**config.mk**
```make
export PLATFORM = sky130hd
export DESIGN_NAME = digitizer_frame_unpacker_core
export DESIGN_NICKNAME = d
export VERILOG_FILES = /design/src/design/dfu_pkg.sv /design/src/design/digitizer_frame_unpacker_core.sv /design/src/design/dfu_frame.sv
export SDC_FILE = /design/constraint.sdc
export NUM_CORES = 1
export LEC_CHECK = 0
export BUFFER_PORTS_ARGS = -buffer_cell sky130_fd_sc_hd__buf_2
export CAP_MARGIN = 15
export CORE_MARGIN = 3
export CORE_UTILIZATION = 50
export DETAILED_ROUTE_END_ITERATION = 12
export PLACE_DENSITY = 0.74
export SYNTH_ARGS = -nofsm -noshare
export SYNTH_HDL_FRONTEND = slang
export SYNTH_SLANG_ARGS = --single-unit
```
**constraint.sdc**
```tcl
create_clock -name clk -period 15.03 [get_ports clk]
set_input_delay 0 -clock clk [delete_from_list [all_inputs] [get_ports clk]]
set_output_delay 0 -clock clk [all_outputs]
set_load 0.05 [all_outputs]
```
**src/design/dfu_pkg.sv**
```systemverilog
`default_nettype none
// ----------------------------------------------------------------------------
// dfu_pkg
// Shared types and constants for the digitizer frame unpacker.
// ----------------------------------------------------------------------------
package dfu_pkg;

	localparam int CHANNELS_PER_MODULE_DEF = 64;
	localparam int HEADER_WORDS            = 3;
	localparam int CHAN_COUNT_W            = 14;

	// result kinds
	localparam logic [1:0] KIND_HEADER = 2'd0;
	localparam logic [1:0] KIND_PAIR   = 2'd1;
	localparam logic [1:0] KIND_REJECT = 2'd2;

	// configuration register indexes
	localparam logic [1:0] CFG_MAX_MODULES = 2'd0;
	localparam logic [1:0] CFG_MAX_SAMPLES = 2'd1;
	localparam logic [1:0] CFG_MAX_SLOT    = 2'd2;

	localparam logic [2:0] MAX_MODULES_RST = 3'd5;
	localparam logic [4:0] MAX_SAMPLES_RST = 5'd31;
	localparam logic [7:0] MAX_SLOT_RST    = 8'd22;

	typedef struct packed {
		logic [31:0] data_word;
		logic        frame_start;
	} word_t;

	typedef struct packed {
		logic [1:0]              kind;
		logic [4:0]              sample_index;
		logic [8:0]              channel_index;
		logic [15:0]             value_even;
		logic [15:0]             value_odd;
		logic [7:0]              sample_count;
		logic [7:0]              trigger_delay;
		logic [7:0]              slot_number;
		logic [7:0]              module_count;
		logic [CHAN_COUNT_W-1:0] channel_count;
		logic [15:0]             clock_stamp;
		logic [15:0]             event_number;
	} result_t;

	typedef struct packed {
		logic [2:0] max_modules;
		logic [4:0] max_samples;
		logic [7:0] max_slot;
	} cfg_t;

endpackage
`default_nettype wire

```
**src/design/digitizer_frame_unpacker_core.sv**
```systemverilog
`default_nettype none
// ----------------------------------------------------------------------------
// digitizer_frame_unpacker_core
// Unpacks digitizer subevent words into header and sample pair results.
// ----------------------------------------------------------------------------
// Takes one 32-bit word per cycle and gives at most one result per word.
// A word is held in the input register, where it is decoded against the
// frame state, and its result then goes to the result register. The frame
// state updates as the word is decoded, so words stream back to back at
// one per cycle; a stalled result register holds the input register, and a
// word can enter whenever the input register moves on. Header words 0 and 1
// give no result, word 2 gives a header or reject result, data words give a
// sample pair each. The limit registers are written through the cfg port and
// take effect on the next word decoded.
// ----------------------------------------------------------------------------
module digitizer_frame_unpacker_core #(
	parameter int CHANNELS_PER_MODULE = dfu_pkg::CHANNELS_PER_MODULE_DEF
) (
	input  wire logic              clk,
	input  wire logic              arst_n,
	input  wire logic              word_valid,
	output logic                   word_ready,
	input  wire dfu_pkg::word_t    word,
	output logic                   res_valid,
	input  wire logic              res_ready,
	output dfu_pkg::result_t       res,
	input  wire logic              cfg_valid,
	output logic                   cfg_ready,
	input  wire logic [1:0]        cfg_index,
	input  wire logic [7:0]        cfg_data
);
	import dfu_pkg::*;

	cfg_t    cfg_q;
	logic    valid_s1;
	word_t   word_s1;
	logic    advance;
	logic    fire;
	logic    dec_valid;
	result_t dec_res;
	logic    res_valid_q;
	result_t res_q;

	assign advance    = !res_valid_q || res_ready;
	assign fire       = valid_s1 && advance;
	assign word_ready = !valid_s1 || advance;
	assign cfg_ready  = 1'b1;
	assign res_valid  = res_valid_q;
	assign res        = res_q;

	always_ff @(posedge clk or negedge arst_n) begin
		if (!arst_n) begin
			cfg_q.max_modules <= MAX_MODULES_RST;
			cfg_q.max_samples <= MAX_SAMPLES_RST;
			cfg_q.max_slot    <= MAX_SLOT_RST;
		end else if (cfg_valid) begin
			case (cfg_index)
				CFG_MAX_MODULES: cfg_q.max_modules <= cfg_data[2:0];
				CFG_MAX_SAMPLES: cfg_q.max_samples <= cfg_data[4:0];
				CFG_MAX_SLOT:    cfg_q.max_slot    <= cfg_data;
				default: begin
					// unknown index: drop the write
				end
			endcase
		end
	end

	always_ff @(posedge clk or negedge arst_n) begin
		if (!arst_n) begin
			valid_s1 <= 1'b0;
		end else if (word_ready) begin
			valid_s1 <= word_valid;
		end
	end

	always_ff @(posedge clk) begin
		if (word_valid && word_ready) begin
			word_s1 <= word;
		end
	end

	dfu_frame #(
		.CHANNELS_PER_MODULE(CHANNELS_PER_MODULE)
	) u_frame (
		.clk       (clk),
		.arst_n    (arst_n),
		.fire      (fire),
		.item      (word_s1),
		.limits    (cfg_q),
		.res_valid (dec_valid),
		.res       (dec_res)
	);

	always_ff @(posedge clk or negedge arst_n) begin
		if (!arst_n) begin
			res_valid_q <= 1'b0;
		end else if (advance) begin
			res_valid_q <= fire && dec_valid;
		end
	end

	always_ff @(posedge clk) begin
		if (fire && dec_valid) begin
			res_q <= dec_res;
		end
	end

	a_s1_hold: assert property (@(posedge clk) disable iff (!arst_n)
		valid_s1 && !advance |=> valid_s1 && $stable(word_s1))
		else $error("input register lost a word while stalled");

	a_res_from_fire: assert property (@(posedge clk) disable iff (!arst_n)
		$rose(res_valid_q) |-> $past(fire))
		else $error("result appeared without a decoded word");

	a_no_overwrite: assert property (@(posedge clk) disable iff (!arst_n)
		res_valid_q && !res_ready |=> res_valid_q && $stable(res_q))
		else $error("pending result overwritten");

endmodule
`default_nettype wire

```
**src/design/dfu_frame.sv**
```systemverilog
`default_nettype none
// ----------------------------------------------------------------------------
// dfu_frame
// Frame state and word decode: holds header fields and counters, and forms
// the result for the word in the input register.
// ----------------------------------------------------------------------------
module dfu_frame #(
	parameter int CHANNELS_PER_MODULE = dfu_pkg::CHANNELS_PER_MODULE_DEF
) (
	input  wire logic            clk,
	input  wire logic            arst_n,
	input  wire logic            fire,
	input  wire dfu_pkg::word_t  item,
	input  wire dfu_pkg::cfg_t   limits,
	output logic                 res_valid,
	output dfu_pkg::result_t     res
);
	import dfu_pkg::*;

	localparam int PROD_W = 8 + $clog2(CHANNELS_PER_MODULE + 1);
	localparam logic [1:0] HDR_LAST = 2'(HEADER_WORDS - 1);

	typedef enum logic [1:0] {
		MODE_IDLE,
		MODE_HEADER,
		MODE_DATA,
		MODE_DONE
	} mode_t;

	mode_t       mode_q, mode_d;
	logic [1:0]  hdr_pos_q, hdr_pos_d;
	logic [7:0]  samples_q, delay_q, slot_q, modules_q;
	logic [7:0]  pair_cnt_q, pair_cnt_d;
	logic [4:0]  sample_cnt_q, sample_cnt_d;

	logic [PROD_W-1:0] ch_full;
	logic [PROD_W-1:0] pair_total;
	logic [4:0]        sample_next;
	logic [7:0]        pair_next;
	logic              bad;

	assign ch_full     = PROD_W'(modules_q) * PROD_W'(CHANNELS_PER_MODULE);
	assign pair_total  = ch_full >> 1;
	assign sample_next = sample_cnt_q + 5'd1;
	assign pair_next   = pair_cnt_q + 8'd1;
	assign bad = (modules_q > {5'd0, limits.max_modules})
		|| (samples_q > {3'd0, limits.max_samples})
		|| (slot_q > limits.max_slot);

	always_comb begin
		mode_d       = mode_q;
		hdr_pos_d    = hdr_pos_q;
		pair_cnt_d   = pair_cnt_q;
		sample_cnt_d = sample_cnt_q;
		res_valid    = 1'b0;
		res          = '0;
		if (item.frame_start) begin
			// restart: header word 0 is latched in the clocked block
			mode_d       = MODE_HEADER;
			hdr_pos_d    = 2'd1;
			pair_cnt_d   = '0;
			sample_cnt_d = '0;
		end else begin
			case (mode_q)
				MODE_HEADER: begin
					if (hdr_pos_q < HDR_LAST) begin
						hdr_pos_d = hdr_pos_q + 2'd1;
					end else begin
						res_valid         = 1'b1;
						res.kind          = bad ? KIND_REJECT : KIND_HEADER;
						res.sample_count  = samples_q;
						res.trigger_delay = delay_q;
						res.slot_number   = slot_q;
						res.module_count  = modules_q;
						res.channel_count = CHAN_COUNT_W'(ch_full);
						res.clock_stamp   = item.data_word[31:16];
						res.event_number  = item.data_word[15:0];
						hdr_pos_d    = '0;
						pair_cnt_d   = '0;
						sample_cnt_d = '0;
						if (bad || samples_q == 8'd0 || pair_total == '0) begin
							mode_d = MODE_DONE;
						end else begin
							mode_d = MODE_DATA;
						end
					end
				end
				MODE_DATA: begin
					res_valid         = 1'b1;
					res.kind          = KIND_PAIR;
					res.sample_index  = sample_cnt_q;
					res.channel_index = {pair_cnt_q, 1'b0};
					res.value_even    = item.data_word[15:0];
					res.value_odd     = item.data_word[31:16];
					sample_cnt_d      = sample_next;
					if ({3'd0, sample_next} >= samples_q || sample_next == 5'd0) begin
						// advance to the next channel pair
						sample_cnt_d = '0;
						pair_cnt_d   = pair_next;
						if (PROD_W'(pair_next) >= pair_total || pair_next == 8'd0) begin
							mode_d = MODE_DONE;
						end
					end
				end
				default: begin
					// idle or done: drop the word
				end
			endcase
		end
	end

	always_ff @(posedge clk or negedge arst_n) begin
		if (!arst_n) begin
			mode_q       <= MODE_IDLE;
			hdr_pos_q    <= '0;
			samples_q    <= '0;
			delay_q      <= '0;
			slot_q       <= '0;
			modules_q    <= '0;
			pair_cnt_q   <= '0;
			sample_cnt_q <= '0;
		end else if (fire) begin
			mode_q       <= mode_d;
			hdr_pos_q    <= hdr_pos_d;
			pair_cnt_q   <= pair_cnt_d;
			sample_cnt_q <= sample_cnt_d;
			if (item.frame_start) begin
				samples_q <= item.data_word[31:24];
				delay_q   <= item.data_word[23:16];
				slot_q    <= item.data_word[15:8];
				modules_q <= item.data_word[7:0];
			end
		end
	end

	a_pair_in_range: assert property (@(posedge clk) disable iff (!arst_n)
		mode_q == MODE_DATA |-> PROD_W'(pair_cnt_q) < pair_total)
		else $error("pair counter past pair total in data mode");

	a_sample_in_range: assert property (@(posedge clk) disable iff (!arst_n)
		mode_q == MODE_DATA |-> {3'd0, sample_cnt_q} < samples_q)
		else $error("sample counter past sample count in data mode");

	a_header_pos: assert property (@(posedge clk) disable iff (!arst_n)
		mode_q == MODE_HEADER |-> hdr_pos_q != 2'd0)
		else $error("header mode with header position zero");

endmodule
`default_nettype wire

```
==> results of run 1 <==
==> area by class of cell <==
cell class / instances / share of cell area, %
Sequential cell: 211 / 54.6
Multi-Input combinational cell: 339 / 23.1
Timing Repair Buffer: 220 / 12.3
Clock buffer: 28 / 5.48
Tap cell: 220 / 2.50
Inverter: 31 / 1.06
Clock inverter: 14 / 0.942
Antenna cell: 1 / 0.0227
==> layer usage <==
metal / routed length, um / vias to the layer above / track usage, %
met4: 263 / 0 / 4.17
met3: 1210 / 24 / 4.31
li1: - / 2584 / -
met5: 0 / - / 0
met2: 9170 / 187 / 32.5
met1: 8500 / 2676 / 26.3
==> flip-flops by register name, indices dropped and copies added, names as in the netlist <==
name	cells
res	111
word_s1	33
cfg_q	16
u_frame.delay_q	8
u_frame.modules_q	8
u_frame.pair_cnt_q	8
u_frame.samples_q	8
u_frame.slot_q	8
u_frame.sample_cnt_q	5
u_frame.hdr_pos_q	2
u_frame.mode_q	2
res_valid	1
valid_s1	1
==> worst max-delay path, cell delays in order (launching register included) <==
cell	delay, ps
dfrtp_1	410
inv_1	70
ha_1	220
nand2_1	310
nor2_4	890
nor2_1	150
nor3_2	220
buf_4	860
==> through the flow <==
step / power, W / instance area [um2] / worst slack (ps) / std cells
floorplan: 0.000847 / 8860 / 5590 / 619
global placement: 0.000889 / 9810 / 11650 / 971
detailed placement: 0.000899 / 9810 / 11450 / 971
CTS: 0.00143 / 11000 / 11420 / 1063
global route: 0.00148 / 11000 / 11110 / 1064
finish: 0.00142 / 11000 / 11480 / 1064
==> placed cells by master (no fill, tap or decap), types with 7 or more instances in the layout <==
cell type	instances
buf_2	167
edfxtp_1	144
and2_1	101
dfrtp_1	57
dlygate4sd3_1	50
mux2_2	47
inv_1	31
ha_1	31
clkbuf_16	23
nand2_1	22
o21ai_0	17
a21oi_1	11
nor3_1	10
dfstp_2	10
nand2b_1	8
conb_1	8
nand3_1	7
clkinv_1	7
==> kinds of logic (layout without fill, tap and decap cells) <==
logic type      after synthesis  count (layout)  share of synthesized area [%]
other cells                   2               9                         0.0850
xor+xnor                      7               7                          0.694
buf+inv                      69             293                           3.69
flops                       211             211                           68.0
compound gates               53              53                           3.81
fa+ha+maj                    31              31                           4.39
simple gates                192             192                           13.1
mux                          48              48                           6.16
==> where the power goes <==
group | internal, W | leakage (nW) | switching (W)
Clock | 0.000304 | 0.346 | 0.000219
Sequential | 0.000673 | 2.13 | 0.0000303
Combinational | 0.0000745 | 2.04 | 0.000120
==> worst max-delay path by stage <==
stage,start,end,slack (ps),cells after the start
floorplan,u_frame.mode_q[0]$_DFFE_PN0P_,res[0]$_SDFFCE_PP0P_,5590,7
global placement,u_frame.mode_q[1]$_DFFE_PN0P_,res[17]$_SDFFCE_PP0P_,11650,7
detailed placement,u_frame.mode_q[1]$_DFFE_PN0P_,res[99]$_SDFFCE_PN0P_,11450,7
CTS,u_frame.mode_q[1]$_DFFE_PN0P_,res[67]$_SDFFCE_PP0P_,11420,7
global route,u_frame.mode_q[1]$_DFFE_PN0P_,res[38]$_SDFFCE_PP0P_,11110,7
finish,u_frame.mode_q[1]$_DFFE_PN0P_,res[38]$_SDFFCE_PP0P_,11480,7
==> flow_summary.toml, run 1 <==
[run_status]
run_status = "completed"

[detailed_routing]
antenna_left = 0
drc = 0
finalWirelength_mm = 19.1
vias_per_cell = 5.14
firstDrtPassIters = 4
vias = 5471
drt_iter0_markers = 328
drt-wirelength-per-cell_um = 18.0

[synthesis]
yosysUniqueCellTypes = 53
ys_ff_latch = 211
synth-async-reset-ratio_pct = 31.8
yosysSeqAreaShare_pct = 68.0
synth_edf_count = 144
synth_area_leader_cell = "edfxtp_1"
synth_top_area_share_pct = 48.9
synth_area_per_cell_um2 = 14.4
synth-main-ff-cell = "edfxtp_1"
ys.warnings.count = 0
synth_most_common_cell = "edfxtp_1"
synthTopCellsByArea = "edfxtp_1 49%, dfrtp_1 16%, and2_1 7.2%, mux2_2 6.0%, ha_1 4.4%"
syn_inst = 613
syn_area_um2 = 8840
synth_commonest_cells = "144 x edfxtp_1, 102 x and2_1, 57 x dfrtp_1"

[grt]
antenna_found_initial = 1
grt_pass1_vias = 5782
grt_usage_pct = 19.4
grt_pass1_wl_mm = 30.5
grt_remaining_overflow = 0
grt_max_degree = 88

[pwr]
p_leak_nw = 4.52
peakVddDrop_uv = 107
power_density_nw_per_um2 = 129

[place]
io_buffers = 168
dp_hpwl_mm = 12.4
gp_congestion = 0.840

[floorplanning]
dieArea_um2 = 19300
core_um2 = 16900
start_util_pct = 52.2
rows = 47
die_x_um = 139
die_y_um = 139
ioPinCount = 177

[layout]
area_delta_synth_final_pct = 24.7
fill_cells = 1264
seqCellArea_um2 = 6010
multiInputGateArea_um2 = 2550
layout.nets = 905
post-route-util_pct = 65.1
drive_gt1_share_pct = 32.5

[clock_network]
cts_resized = 0
cts_made_buffers = 23
cts_setup_buffers = 0
cts-root-buf = "clkbuf_16"
numClockSinks = 211
cts_max_path_buffers = 3
htreeDepth = 1
cts_hold_buf = 50
tritoncts = "yes"
clk_latency_ps = 520
clk_pin_slew_ps = 60

[setup_path]
r2r-start = "u_frame.mode_q[1]$_DFFE_PN0P_"
rr_endpoint = "res[38]$_SDFFCE_PP0P_"
crit_arrival_ps = 3670
crit_path_max_fanout = 87
cp-end-kind = "flop"
r2r_slack_ps = 11480
critPathKind = "flop to flop"
worst_ep_required_time_ps = 15150
reg2reg_depth = 7
startpoint_type = "flop"

[sta]
period_share_pct = 23.6
fin_skew_ps = 14.6
finalSetupViolations = 0
hold_viol = 0
finalSetupTns_ps = 0
fin_crit_ps = 3550
holdWs_ps = 152
worst_pin_slew_ps = 1090
clock.fmax_ghz = 0.282
rsz0062_at_grt = "false"
max-slew-margin-rel_pct = 27.5
maxSlewViolCount = 0

[job]
drv_cap = 0

[min_path]
hp-class = "input pin to asynchronous set/reset pin"
(Power assumes the default switching activity.)
==> run 2: changes to the inputs <==
clock period = 3.7 ns   (was 15.03 ns; I/O delays follow)
==> run 2 against run 1 <==
Compared with the run above: global-route usage down 0.56 points; combinational power rose to 4.2 times the previous value; highest routed layer unchanged; register-to-register slack worse by 11000 ps; sequential power rose to 4.1 times the previous value; critical path depth up 5.
==> flow_summary.toml, run 2 (same netlist as run 1, synthesis figures left out) <==
[layout]
fill_cells = 1234
layout_common_cells = "167 x buf_2, 144 x edfxtp_1, 101 x and2_1"
area_delta_synth_final_pct = 25.4
multiInputGateArea_um2 = 2580
final_cell_count_no_fill = 1066
final_common_cell = "buf_2"
layout.nets = 909
seqCellArea_um2 = 6010
diodes = 0
largest_reg_flops = 111
drive_gt1_share_pct = 33.2

[setup_path]
slowest_stage = "dfrtp_1"
startpoint_type = "flop"
worst_ep_required_time_ps = 4080
r2r_slack_ps = 870
crit_arrival_ps = 3210
path_common_cell = "ha_1"
critPathMaxStageDelay_ps = 450
cp-end-kind = "flop"
path_buf_inv = 1
critPathKind = "flop to flop"
path_cells = "ha_1 -> and2_1 -> nand4_1 -> xor2_1 -> inv_1 -> ha_1 -> nor2b_1 -> o21ai_0 -> o311ai_1 -> a32oi_1 -> a21oi_1 -> mux2_4"
crit_path_max_fanout = 6
cp_top_family = "compound AO/OA/AOI/OAI gates"

[clock_network]
tritoncts = "yes"
cts_hold_buf = 51
clk_latency_ps = 500
htreeDepth = 1
cts_max_path_buffers = 3
cts_resized = 0
cts_made_buffers = 22
clk_pin_slew_ps = 60
cts-root-buf = "clkbuf_16"
numClockSinks = 211
cts_setup_buffers = 0

[pwr]
p_leak_nw = 4.55
power_density_nw_per_um2 = 526
peakVddDrop_uv = 428

[floorplanning]
dieArea_um2 = 19300
start_util_pct = 52.2
die_x_um = 139
rows = 47
die_y_um = 139
core_um2 = 16900
ioPinCount = 177

[run_status]
run_status = "completed"

[job]
drv_cap = 0

[grt]
grt_max_degree = 68
grt_usage_pct = 18.8
grt_pass1_vias = 5768
antenna_found_initial = 0
grt_pass1_wl_mm = 29.7
grt_remaining_overflow = 0

[sta]
period_share_pct = 76.4
finalSetupViolations = 0
maxSlewViolCount = 0
fin_skew_ps = 16.2
hold_viol = 0
fin_ws_ps = 874
fin_crit_ps = 2830
rsz0062_at_grt = "false"
clock.fmax_ghz = 0.354
max-slew-margin-rel_pct = 39.2
worst_pin_slew_ps = 911

[place]
gp_congestion = 0.849
place_ws_ps = 915
io_buffers = 168
dp_cells = 975
dp_hpwl_mm = 12.3

[detailed_routing]
antenna_left = 0
firstDrtPassIters = 4
drt_iter0_markers = 336
finalWirelength_mm = 18.8
drc = 0
vias = 5489
vias_per_cell = 5.15
drt-wirelength-per-cell_um = 17.6

[min_path]
hp-class = "input pin to flop"
run 2: worst paths after layout:
kind | startpoint | end | depth (start not counted)
min in group asynchronous | arst_n | u_frame.pair_cnt_q[0]$_DFFE_PN0P_ | 2
max in group asynchronous | arst_n | u_frame.delay_q[6]$_DFFE_PN0P_ | 2
min | cfg_valid | cfg_q[13]$_DFFE_PN1P_ | 3
min reg2reg | u_frame.delay_q[1]$_DFFE_PN0P_ | u_frame.delay_q[1]$_DFFE_PN0P_ | 1
max reg2reg | u_frame.pair_cnt_q[0]$_DFFE_PN0P_ | u_frame.mode_q[0]$_DFFE_PN0P_ | 12
max | u_frame.pair_cnt_q[0]$_DFFE_PN0P_ | u_frame.mode_q[0]$_DFFE_PN0P_ | 12
run 2: per-layer routing:
layer / share of wire, % / global-route usage (%) / up-vias / wire, um
li1: - / - / 2589 / -
met1: 42 / 24.0 / 2662 / 7850
met2: 49 / 32.4 / 203 / 9180
met5: 0 / 0 / - / 0
met4: 2.5 / 5.10 / 0 / 467
met3: 6.8 / 4.66 / 35 / 1270
run 2: cell type report:
cell class	count	share of cell area, %
clock inverters	6	0.711
repair buffers	225	12.6
inverters	31	1.05
well taps	220	2.48
flip-flops and latches	211	54.2
multi-input cells	339	23.2
clock buffers	34	5.65
run 2: per-stage QoR:
step	hold slack [ps]	cell area, um2	TNS (ps)	power [W]	util [%]
floorplan	-296	8920	-50560	0.00344	-
global placement	177	9870	0	0.00363	58.3
CTS	46.8	11100	0	0.00587	65.5
global route	86.7	11100	0	0.00607	65.5
detailed placement	178	9870	0	0.00367	58.3
finish	76.0	11100	0	0.00583	65.5
run 2: tightest hold or removal path: cells and delay by family:
family | cells | cell delay (ps)
buffers and inverters | 1 | 120
AND/OR/NAND/NOR | 1 | 190
multiplexers | 1 | 230
run 2: power breakdown:
group          total, W  switching [W]  internal (W)
combinational  0.000811       0.000496      0.000315
sequential      0.00286       0.000122       0.00273
clock           0.00216       0.000858       0.00130
